==> src/sv/pdsc_pkg.sv <==
// ----------------------------------------------------------------------------
// pdsc_pkg
// Shared types and codes of the sync/length/checksum deframer.
// ----------------------------------------------------------------------------
`default_nettype none

package pdsc_pkg;

	// Frame phase, one-hot
	typedef enum logic [5:0] {
		PH_HUNT1 = 6'b000001,
		PH_HUNT2 = 6'b000010,
		PH_CMD   = 6'b000100,
		PH_LEN   = 6'b001000,
		PH_BODY  = 6'b010000,
		PH_SUM   = 6'b100000
	} phase_t;

	typedef enum logic [1:0] {
		KIND_BODY   = 2'd0,
		KIND_ACCEPT = 2'd1,
		KIND_BADSUM = 2'd2
	} kind_t;

	localparam logic CFG_SYNC_FIRST  = 1'b0;
	localparam logic CFG_SYNC_SECOND = 1'b1;

	// Byte request from the input register
	typedef struct packed {
		logic       valid;
		logic [7:0] rx_byte;
	} byte_req_t;

	// Configuration write request
	typedef struct packed {
		logic       valid;
		logic       index;
		logic [7:0] data;
	} cfg_req_t;

	typedef struct packed {
		kind_t      kind;
		logic [7:0] data_byte;
		logic [7:0] body_index;
		logic [7:0] body_length;
	} result_t;

endpackage

`default_nettype wire

==> src/sv/pdsc_in_stage.sv <==
// ----------------------------------------------------------------------------
// pdsc_in_stage
// Input register: captures one received byte per request and holds it
// until the frame tracker consumes it.
// ----------------------------------------------------------------------------
`default_nettype none

module pdsc_in_stage (
	input  wire logic              clk,
	input  wire logic              arst_n,
	input  wire logic              in_valid,
	output logic                   in_stall,
	input  wire logic [7:0]        rx_byte,
	input  wire logic              advance,
	output pdsc_pkg::byte_req_t    req
);

	logic       valid_s1;
	logic [7:0] byte_s1;
	logic       take;

	assign in_stall = valid_s1 && !advance;
	assign take     = in_valid && !in_stall;

	always_ff @(posedge clk or negedge arst_n) begin
		if (!arst_n) begin
			valid_s1 <= 1'b0;
		end else if (take) begin
			valid_s1 <= 1'b1;
		end else if (advance) begin
			valid_s1 <= 1'b0;
		end
	end

	always_ff @(posedge clk) begin
		if (take) begin
			byte_s1 <= rx_byte;
		end
	end

	assign req.valid   = valid_s1;
	assign req.rx_byte = byte_s1;

endmodule

`default_nettype wire

==> src/sv/pdsc_tracker.sv <==
// ----------------------------------------------------------------------------
// pdsc_tracker
// Frame phase machine with running checksum, held command and length,
// body counter and the two sync registers.
// ----------------------------------------------------------------------------
`default_nettype none

module pdsc_tracker (
	input  wire logic                clk,
	input  wire logic                arst_n,
	input  wire pdsc_pkg::cfg_req_t  cfg,
	input  wire pdsc_pkg::byte_req_t req,
	input  wire logic                advance,
	output logic                     res_valid,
	output pdsc_pkg::result_t        res
);

	pdsc_pkg::phase_t phase_q, phase_d;
	logic [7:0] sync_first_q, sync_second_q;
	logic [7:0] sum_q, sum_d;
	logic [7:0] cmd_q, cmd_d;
	logic [7:0] len_q, len_d;
	logic [7:0] seen_q, seen_d;
	logic [7:0] b;
	logic [7:0] sum_add;
	logic [7:0] seen_inc;
	logic       emit;

	assign b        = req.rx_byte;
	assign sum_add  = sum_q + b;
	assign seen_inc = seen_q + 8'd1;

	always_comb begin
		phase_d = phase_q;
		sum_d   = sum_q;
		cmd_d   = cmd_q;
		len_d   = len_q;
		seen_d  = seen_q;
		emit    = 1'b0;
		res.kind        = pdsc_pkg::KIND_BODY;
		res.data_byte   = b;
		res.body_index  = seen_q;
		res.body_length = len_q;
		unique case (phase_q)
			pdsc_pkg::PH_HUNT2: begin
				if (b == sync_second_q) begin
					sum_d   = sum_add;
					phase_d = pdsc_pkg::PH_CMD;
				end else begin
					// drop; this byte is not retried as sync one
					phase_d = pdsc_pkg::PH_HUNT1;
				end
			end
			pdsc_pkg::PH_CMD: begin
				cmd_d   = b;
				sum_d   = sum_add;
				phase_d = pdsc_pkg::PH_LEN;
			end
			pdsc_pkg::PH_LEN: begin
				len_d   = b;
				sum_d   = sum_add;
				seen_d  = '0;
				phase_d = (b == 8'd0) ? pdsc_pkg::PH_SUM : pdsc_pkg::PH_BODY;
			end
			pdsc_pkg::PH_BODY: begin
				emit   = 1'b1;
				sum_d  = sum_add;
				seen_d = seen_inc;
				if (seen_inc == len_q) begin
					phase_d = pdsc_pkg::PH_SUM;
				end
			end
			pdsc_pkg::PH_SUM: begin
				emit           = 1'b1;
				res.kind       = (b == sum_q) ? pdsc_pkg::KIND_ACCEPT : pdsc_pkg::KIND_BADSUM;
				res.data_byte  = cmd_q;
				res.body_index = '0;
				sum_d          = '0;
				seen_d         = '0;
				phase_d        = pdsc_pkg::PH_HUNT1;
			end
			default: begin
				// hunt for sync one; the sum restarts from the sync byte
				if (b == sync_first_q) begin
					sum_d   = b;
					phase_d = pdsc_pkg::PH_HUNT2;
				end else begin
					sum_d   = '0;
					phase_d = pdsc_pkg::PH_HUNT1;
				end
			end
		endcase
	end

	assign res_valid = req.valid && emit;

	always_ff @(posedge clk or negedge arst_n) begin
		if (!arst_n) begin
			phase_q <= pdsc_pkg::PH_HUNT1;
			sum_q   <= '0;
			cmd_q   <= '0;
			len_q   <= '0;
			seen_q  <= '0;
		end else if (advance) begin
			phase_q <= phase_d;
			sum_q   <= sum_d;
			cmd_q   <= cmd_d;
			len_q   <= len_d;
			seen_q  <= seen_d;
		end
	end

	always_ff @(posedge clk or negedge arst_n) begin
		if (!arst_n) begin
			sync_first_q  <= '0;
			sync_second_q <= '0;
		end else if (cfg.valid) begin
			unique case (cfg.index)
				pdsc_pkg::CFG_SYNC_FIRST:  sync_first_q  <= cfg.data;
				pdsc_pkg::CFG_SYNC_SECOND: sync_second_q <= cfg.data;
				default: ;
			endcase
		end
	end

endmodule

`default_nettype wire

==> src/sv/pdsc_out_stage.sv <==
// ----------------------------------------------------------------------------
// pdsc_out_stage
// Result register: holds one result until the downstream side takes it.
// ----------------------------------------------------------------------------
`default_nettype none

module pdsc_out_stage (
	input  wire logic              clk,
	input  wire logic              arst_n,
	input  wire logic              load,
	input  wire pdsc_pkg::result_t res,
	output logic                   free,
	output logic                   out_valid,
	input  wire logic              out_stall,
	output pdsc_pkg::result_t      res_out
);

	logic              out_valid_q;
	pdsc_pkg::result_t res_q;

	// room when empty or when the held result leaves this cycle
	assign free = !out_valid_q || !out_stall;

	always_ff @(posedge clk or negedge arst_n) begin
		if (!arst_n) begin
			out_valid_q <= 1'b0;
		end else if (load) begin
			out_valid_q <= 1'b1;
		end else if (!out_stall) begin
			out_valid_q <= 1'b0;
		end
	end

	always_ff @(posedge clk) begin
		if (load) begin
			res_q <= res;
		end
	end

	assign out_valid = out_valid_q;
	assign res_out   = res_q;

endmodule

`default_nettype wire

==> src/sv/packet_deframer_sum_checksum_core.sv <==
// One received byte is taken per request and the block keeps up with a
// byte every cycle. A byte passes an input register, then the frame phase
// machine and 8-bit checksum add, then a result register, from which a body
// byte or a verdict is offered at the output. Bytes that give no result
// (sync, command, length) retire without using the result register; a held
// result stalls the input only when the next byte needs it.
// ----------------------------------------------------------------------------
// packet_deframer_sum_checksum_core
// Two-byte sync, length-prefixed frame deframer with additive checksum.
// ----------------------------------------------------------------------------
`default_nettype none

module packet_deframer_sum_checksum_core (
	input  wire logic       clk,
	input  wire logic       arst_n,
	input  wire logic       in_valid,
	output logic            in_stall,
	input  wire logic [7:0] rx_byte,
	output logic            out_valid,
	input  wire logic       out_stall,
	output logic [1:0]      result_kind,
	output logic [7:0]      data_byte,
	output logic [7:0]      body_index,
	output logic [7:0]      body_length,
	input  wire logic       cfg_valid,
	output logic            cfg_ready,
	input  wire logic       cfg_index,
	input  wire logic [7:0] cfg_data
);

	pdsc_pkg::byte_req_t req;
	pdsc_pkg::cfg_req_t  cfg;
	pdsc_pkg::result_t   res;
	pdsc_pkg::result_t   res_out;
	logic                res_valid;
	logic                free;
	logic                advance;

	assign cfg_ready = 1'b1;
	assign cfg.valid = cfg_valid;
	assign cfg.index = cfg_index;
	assign cfg.data  = cfg_data;

	// retire the held byte unless it needs the result register and that is full
	assign advance = req.valid && (!res_valid || free);

	pdsc_in_stage u_in (
		.clk      (clk),
		.arst_n   (arst_n),
		.in_valid (in_valid),
		.in_stall (in_stall),
		.rx_byte  (rx_byte),
		.advance  (advance),
		.req      (req)
	);

	pdsc_tracker u_trk (
		.clk       (clk),
		.arst_n    (arst_n),
		.cfg       (cfg),
		.req       (req),
		.advance   (advance),
		.res_valid (res_valid),
		.res       (res)
	);

	pdsc_out_stage u_out (
		.clk       (clk),
		.arst_n    (arst_n),
		.load      (res_valid && advance),
		.res       (res),
		.free      (free),
		.out_valid (out_valid),
		.out_stall (out_stall),
		.res_out   (res_out)
	);

	assign result_kind = res_out.kind;
	assign data_byte   = res_out.data_byte;
	assign body_index  = res_out.body_index;
	assign body_length = res_out.body_length;

endmodule

`default_nettype wire

==> config.mk <==
export PLATFORM = sky130hd
export DESIGN_NAME = packet_deframer_sum_checksum_core
export DESIGN_NICKNAME = d
export VERILOG_FILES = /design/src/sv/pdsc_pkg.sv /design/src/sv/pdsc_in_stage.sv /design/src/sv/pdsc_tracker.sv /design/src/sv/pdsc_out_stage.sv /design/src/sv/packet_deframer_sum_checksum_core.sv
export SDC_FILE = /design/constraint.sdc
export NUM_CORES = 1
export LEC_CHECK = 0
export BUFFER_PORTS_ARGS = -buffer_cell sky130_fd_sc_hd__buf_2
export CAP_MARGIN = 10
export CORE_ASPECT_RATIO = 1.2
export CORE_MARGIN = 2
export CORE_UTILIZATION = 44
export CTS_CLUSTER_SIZE = 8
export DETAILED_ROUTE_END_ITERATION = 6
export SLEW_MARGIN = 20
export SYNTH_ARGS = -nofsm -noshare
export SYNTH_HDL_FRONTEND = slang
export SYNTH_SLANG_ARGS = --single-unit
==> constraint.sdc <==
create_clock -name clk -period 5.2 [get_ports clk]
set_input_delay 0.52 -clock clk [delete_from_list [all_inputs] [get_ports clk]]
set_output_delay 0.52 -clock clk [all_outputs]
set_load 0.02 [all_outputs]
### Word-level counts from Yosys, hierarchy flattened

Index checks and enable logic that the tools add are counted.

| storage, ports and cells | value |
|---|---|
| flip-flop bits (word level) | 90 |
| bits in latches | 0 |
| RAM bits | 0 |
| memory bits (read-only) | 0 |
| bits of input ports | 22 |
| output and inout bits | 29 |
| logic and storage cells | 70 |
| memories kept | 0 |

| operators by class | value |
|---|---|
| add/subtract/negate cells | 2 |
| multiply operators | 0 |
| divide/modulo/power cells | 0 |
| $lt $le $gt $ge | 0 |
| eq/ne operators | 12 |
| shift operators | 0 |
| muxes and demuxes | 16 |
| bitwise gates (word level) | 1 |
| reduce and logical (&&, ||, !) cells | 25 |

Operators with widths:

| kind | count |
|---|---|
| equality test 8 bit | 4 |
| case mux 6 bit (5 select lines) | 1 |
| case mux 8 bit (3 select lines) | 1 |
| two-way mux 16 bit | 1 |
| two-way mux 8 bit | 2 |
| case mux 8 bit (2 select lines) | 1 |
| AND reduction 2 bit | 7 |
| two-way mux 6 bit | 2 |
| adder 8 x 1 -> 8 bit, second input constant | 1 |
| adder 8 bit | 1 |
| zero test 8 bit | 1 |
| equality test 6 x 2 -> 1 bit, second input constant | 1 |
| equality test 6 x 3 -> 1 bit, second input constant | 1 |
| equality test 6 x 4 -> 1 bit, second input constant | 1 |
| equality test 6 x 5 -> 1 bit, second input constant | 1 |
| equality test 6 bit, second input constant | 1 |
| != test 2 x 1 -> 1 bit, second input constant | 3 |
| logical AND 1 bit | 5 |
| zero test 1 bit | 5 |
| two-way mux 1 bit | 5 |
| two-way mux 2 bit | 2 |
| nonzero test 2 bit | 2 |
| OR reduction 2 bit | 2 |
| two-way mux 3 bit | 1 |
| other kinds (3) | 4 |

### Depth between registers and ports, before layout

| depth | value |
|---|---|
| depth in word-level cells | 12 |
| depth in mapped cells | 8 |
| depth with buffers taken out | 8 |

### Modules after synthesis

Synthesis repeated with hierarchy kept, for this count alone.

| unflattened totals | value |
|---|---|
| cells, all modules | 347 |
| area, all modules | 4329.2 sq um |

By module, submodules not included:

| module | instances | cells an instance | area an instance (sq um) |
|---|---|---|---|
| pdsc_tracker | 1 | 299 | 3176.8 |
| pdsc_out_stage | 1 | 29 | 817.0 |
| pdsc_in_stage | 1 | 14 | 305.3 |
| packet_deframer_sum_checksum_core | 1 | 5 | 30.0 |

### Worst setup path after synthesis

No wires, ideal clock.

| path | value |
|---|---|
| path kind | flip-flop to flip-flop |
| start point | register u_trk.phase_q[2] |
| end point | register u_out.res_q, in the netlist u_out.res_out[0] (enable) |
| setup time | 409 ps |
| arrival time | 1974 ps |
| slack | 2817 ps |
| stages on the path, launching flop included | 5 |
| cell sequence | dfrtp_1 -> buf_2 -> nor2_2 -> nand4_1 -> nor2_1 |

| on the way | value |
|---|---|
| cells in the longest elaborated chain, start to end | 8 |
| elaborated cells on any way between the ends | 9 |
| classes of those cells | eq/ne: 2; mux: 1; reduce/logical: 6 |

Ends and longest elaborated chain:

| element | RTL line | source |
|---|---|---|
| from (decl) | pdsc_tracker.sv:18 | `pdsc_pkg::phase_t phase_q, phase_d;` |
| from (signal assigned) | pdsc_tracker.sv:99 | `phase_q <= pdsc_pkg::PH_HUNT1;` |
| from (signal assigned) | pdsc_tracker.sv:105 | `phase_q <= phase_d;` |
| equality test 6 x 5 -> 1 bit or equality test 6 bit (tied branches) | pdsc_tracker.sv:44 | `unique case (phase_q)` |
| OR reduction 2 bit (no source line) (*) | -- |  |
| two-way mux 1 bit (*) | pdsc_tracker.sv:44 |  |
| logical AND 1 bit (*) | pdsc_tracker.sv:95 | `assign res_valid = req.valid && emit;` |
| zero test 1 bit | packet_deframer_sum_checksum_core.sv:45 | `assign advance = req.valid && (!res_valid \|\| free);` |
| logical OR 1 bit | packet_deframer_sum_checksum_core.sv:45 |  |
| logical AND 1 bit | packet_deframer_sum_checksum_core.sv:45 |  |
| logical AND 1 bit (*) | packet_deframer_sum_checksum_core.sv:70 | `.load (res_valid && advance),` |
| net u_out.load | pdsc_out_stage.sv:10 | `input wire logic load,` |
| to (signal assigned) | pdsc_out_stage.sv:36 | `res_q <= res;` |
| to (decl) | pdsc_out_stage.sv:19 | `pdsc_pkg::result_t res_q;` |

The timed path passes the listed nets; every way through them passes the cells marked *.
A chain may end at the register's enable or synchronous reset.

### Final worst setup path

| path | value |
|---|---|
| start point | register u_in.byte_s1[1] |
| end point | register u_trk.sum_q[7] |

| on the way | value |
|---|---|
| cells in the longest elaborated chain, start to end | 3 |
| elaborated cells on any way between the ends | 8 |
| classes of those cells | add/sub: 1; eq/ne: 3; mux: 3; reduce/logical: 1 |

Ends and longest elaborated chain:

| element | RTL line | source |
|---|---|---|
| from (decl) | pdsc_in_stage.sv:19 | `logic [7:0] byte_s1;` |
| from (signal assigned) | pdsc_in_stage.sv:37 | `byte_s1 <= rx_byte;` |
| adder 8 bit, or another cell as far along | pdsc_tracker.sv:30 | `assign sum_add = sum_q + b;` |
| two-way mux 8 bit, or another cell as far along | pdsc_tracker.sv:46 | `if (b == sync_second_q) begin` |
| case mux 8 bit (3 select lines) or AND reduction 2 bit (tied branches) | -- |  |
| to (signal assigned) | pdsc_tracker.sv:106 | `sum_q <= sum_d;` |
| to (decl) | pdsc_tracker.sv:20 | `logic [7:0] sum_q, sum_d;` |

Several ways; a longest one is shown, not always the timed one. The select of a mux whose other input is x is not followed.

==> flow_summary_export.csv <==
group,metric,value,unit
status,outcome,"finished clean",
timing,setup_slack,2730,ps
setup_path,critPathCaptureType,"flip-flop",
global_routing,busiest_layer,"met2",
timing,maxSlewViolCount,0,
setup_path,slowest_delay,570,ps
die,die-height,114,microns
setup_path,critPathKind,"flip-flop to flip-flop",
clocking,path_clk_slew,60,ps
clocking,cts_buffer_depth,2,
placement,port_buffers,49,
yosys,ys_async_sr_fraction,0.622,
clocking,post_cts_resized,0,
setup_path,worst-path-max-fanout,9,
setup_path,cp_slowest_cell,"edfxtp_1",
timing,finalHoldViolations,0,
timing,worst_pin_slew,775,ps
yosys,synthCells,363,
clocking,cts_tree,"built",
setup_path,ff2ff_setup_slack,2730,ps
finish,antenna_cells,0,
finish,area_growth,13.4,%
yosys,ys_ff_latch,90,
timing,fmaxAchievable,405,MHz
clocking,cts_hold_buf,0,
setup_path,start_kind,"flip-flop",
die,num_rows,40,
power,vdd_drop_max,171,uV
global_routing,grt_pass1_vias,2930,
clocking,htreeDepth,3,
placement,post-place-ws,2720,ps
yosys,ys_types,56,
clocking,clk_latency,340,ps
clocking,post_cts_buffers,0,
clocking,clockRootBuffer,"clkbuf_16",
detailed_routing,vias_per_cell,5.41,
detailed_routing,wl_per_cell,17.0,microns
setup_path,cp_top_family,"compound AO/OA/AOI/OAI gates",
die,core_area,0.00996,sq mm
yosys,synth-edff-count,34,
worst_hold_path,hp-class,"input pin to async pin",
clocking,cts-buffers-inserted,9,
timing,setup_violations,0,
die,start_util,0.448,
yosys,ys_warn_count,0,
power,p_per_area,312,mW/mm^2
timing,min_period,2470,ps
yosys,avgSynthCellArea,12.3,sq um
die,fp.dieW,96.0,microns
yosys,yosysSeqAreaShare,0.543,
die,dieArea,0.0110,sq mm
setup_path,cp.arrival,2700,ps
global_routing,grt_pass1_wl,15000,microns
setup_path,reg2reg_depth,7,
setup_path,critical_path_required,5420,ps
timing,slew_headroom,0.482,
run,drv_cap,0,
placement,place_hpwl,6470,microns
detailed_routing,via_count,2897,
clocking,cts.sinks,90,
finish,utilization,0.508,
global_routing,use_met2,0.306,
detailed_routing,first_iter_violations,120,
global_routing,grt_util_all_layers,0.184,
global_routing,antenna_found_initial,0,
setup_path,crit_chain,"ha_1 > a21oi_1 > o211ai_1 > o41ai_2 > xnor2_1 > mux2_2 > a211o_1",
detailed_routing,wirelength,9120,microns
yosys,synth-main-ff-cell,"dfrtp_1",
yosys,syn_area,0.00447,sq mm
detailed_routing,firstDrtPassIters,4,
placement,gp_congestion,0.773,
global_routing,use_met3,0.0421,
finish,drive_gt1_frac,0.323,
global_routing,grt_overflow_total,0,
setup_path,worst_r2r_startpoint,"u_in.byte_s1[1]",
timing,period_share,0.475,
global_routing,met1_usage,0.232,
finish,fillers,900,
timing,rsz0062_at_grt,"no",
detailed_routing,drc,0,
detailed_routing,ant_nets,0,
setup_path,r2r_end,"u_trk.sum_q[7]",
timing,finClkSkew,6.18,ps
power,p_leak,2.20,nW
finish,fin_nets,435,
timing,setup_tns,0,ps
yosys,syn_nets,394,
die,io_pins,51,
global_routing,grt_max_degree,57,
setup_path,cp_num_buf_inv,0,
-- per-layer routing --
layer	share of wire	up-vias	routed length, microns
met3	0.035	11	315
met4	0.022	0	197
met5	0	-	0
met1	0.44	1442	3970
li1	-	1384	-
met2	0.51	60	4630
-- cell type report --
cell class | count | area [sq um] | share of cell area
Clock buffer | 12 | 246 | 0.0487
Clock inverter | 4 | 51.3 | 0.0101
Inverter | 6 | 22.5 | 0.00445
Multi-Input combinational cell | 246 | 1900 | 0.375
Sequential cell | 90 | 2420 | 0.479
Tap cell | 126 | 158 | 0.0311
Timing Repair Buffer | 51 | 260 | 0.0514
-- flip-flops by register name, indices dropped and copies added, names as in the netlist --
name	flops
u_trk.sync_first_q	8
u_out.out_valid	1
u_trk.phase_q	6
u_trk.sum_q	8
u_in.valid_s1	1
u_out.res_out	26
u_trk.len_q	8
u_in.byte_s1	8
u_trk.sync_second_q	8
u_trk.seen_q	8
u_trk.cmd_q	8
-- power breakdown --
| part | switching, mW | internal [mW] |
|---|---|---|
| registers | 0.0347 | 0.765 |
| clock network | 0.262 | 0.386 |
| logic | 0.0652 | 0.0658 |
| total | 0.362 | 1.22 |
-- synthesized netlist by cell type (3+ instances only) --
| cell type | number | share of area |
|---|---|---|
| a21oi_1 | 13 | 0.015 |
| ha_1 | 8 | 0.022 |
| o31ai_1 | 4 | 0.0067 |
| buf_2 | 10 | 0.011 |
| nor3_1 | 7 | 0.0078 |
| nor4_1 | 7 | 0.0098 |
| mux2_2 | 44 | 0.11 |
| xnor2_1 | 11 | 0.022 |
| nor2_1 | 25 | 0.021 |
| nand3_1 | 13 | 0.015 |
| dfrtp_1 | 55 | 0.31 |
| nor2b_1 | 6 | 0.0084 |
| and2_1 | 7 | 0.0098 |
| a211oi_1 | 3 | 0.0050 |
| nand2_1 | 10 | 0.0084 |
| nor2_2 | 4 | 0.0056 |
| edfxtp_1 | 34 | 0.23 |
| xor2_1 | 22 | 0.043 |
| o21ai_0 | 13 | 0.015 |
| clkbuf_1 | 3 | 0.0025 |
| clkbuf_2 | 3 | 0.0034 |
| a31oi_1 | 3 | 0.0042 |
| a22oi_1 | 7 | 0.012 |
| buf_4 | 3 | 0.0050 |
| inv_1 | 6 | 0.0050 |
-- cells in the final DEF, fill, tap and decap left out, types with 3 or more instances in the layout --
| cell | synthesis | final |
|---|---|---|
| dfrtp_1 | 55 | 55 |
| buf_2 | 10 | 49 |
| mux2_2 | 44 | 44 |
| edfxtp_1 | 34 | 34 |
| nor2_1 | 25 | 24 |
| xor2_1 | 22 | 22 |
| nand3_1 | 13 | 13 |
| o21ai_0 | 13 | 13 |
| a21oi_1 | 13 | 13 |
| xnor2_1 | 11 | 11 |
| nand2_1 | 10 | 10 |
| clkbuf_16 | 0 | 9 |
| ha_1 | 8 | 8 |
| nor4_1 | 7 | 7 |
| nor3_1 | 7 | 7 |
| a22oi_1 | 7 | 7 |
| and2_1 | 7 | 7 |
| nor2b_1 | 6 | 6 |
| inv_1 | 6 | 6 |
| nor2_2 | 4 | 5 |
| o31ai_1 | 4 | 4 |
| a211oi_1 | 3 | 3 |
| a31oi_1 | 3 | 3 |
-- logic make-up (layout without fill, tap and decap cells) --
logic type / after synthesis / count (layout) / synth area share
compound gates: 59 / 59 / 0.0919
xor+xnor: 35 / 35 / 0.0720
fa+ha+maj: 9 / 9 / 0.0269
buf+inv: 27 / 73 / 0.0322
flops: 90 / 90 / 0.543
mux: 46 / 46 / 0.116
other cells: 1 / 1 / 0.000840
simple gates: 96 / 96 / 0.118
-- worst max-delay path by stage --
stage	cells past startpoint	slack, ps	to	startpoint
after floorplan	4	2820	u_out.res_out[0]	u_trk.phase_q[2]
after global placement	7	2780	u_trk.sum_q[7]	u_in.byte_s1[1]
after detailed placement	7	2720	u_trk.sum_q[7]	u_in.byte_s1[1]
after CTS	7	2720	u_trk.sum_q[7]	u_in.byte_s1[1]
after global routing	7	2600	u_trk.sum_q[7]	u_in.byte_s1[1]
final	7	2730	u_trk.sum_q[7]	u_in.byte_s1[1]
-- per-stage QoR --
step,power [mW],cell area (sq um),hold WS [ps],std cells
global placement,0.942,4760,442,519
global route,1.64,5060,338,535
detailed placement,0.946,4760,443,519
CTS,1.59,5060,338,535
finish,1.58,5060,321,535
floorplan,0.901,4470,224,363
No activity file was read; power rests on OpenSTA's default activity.
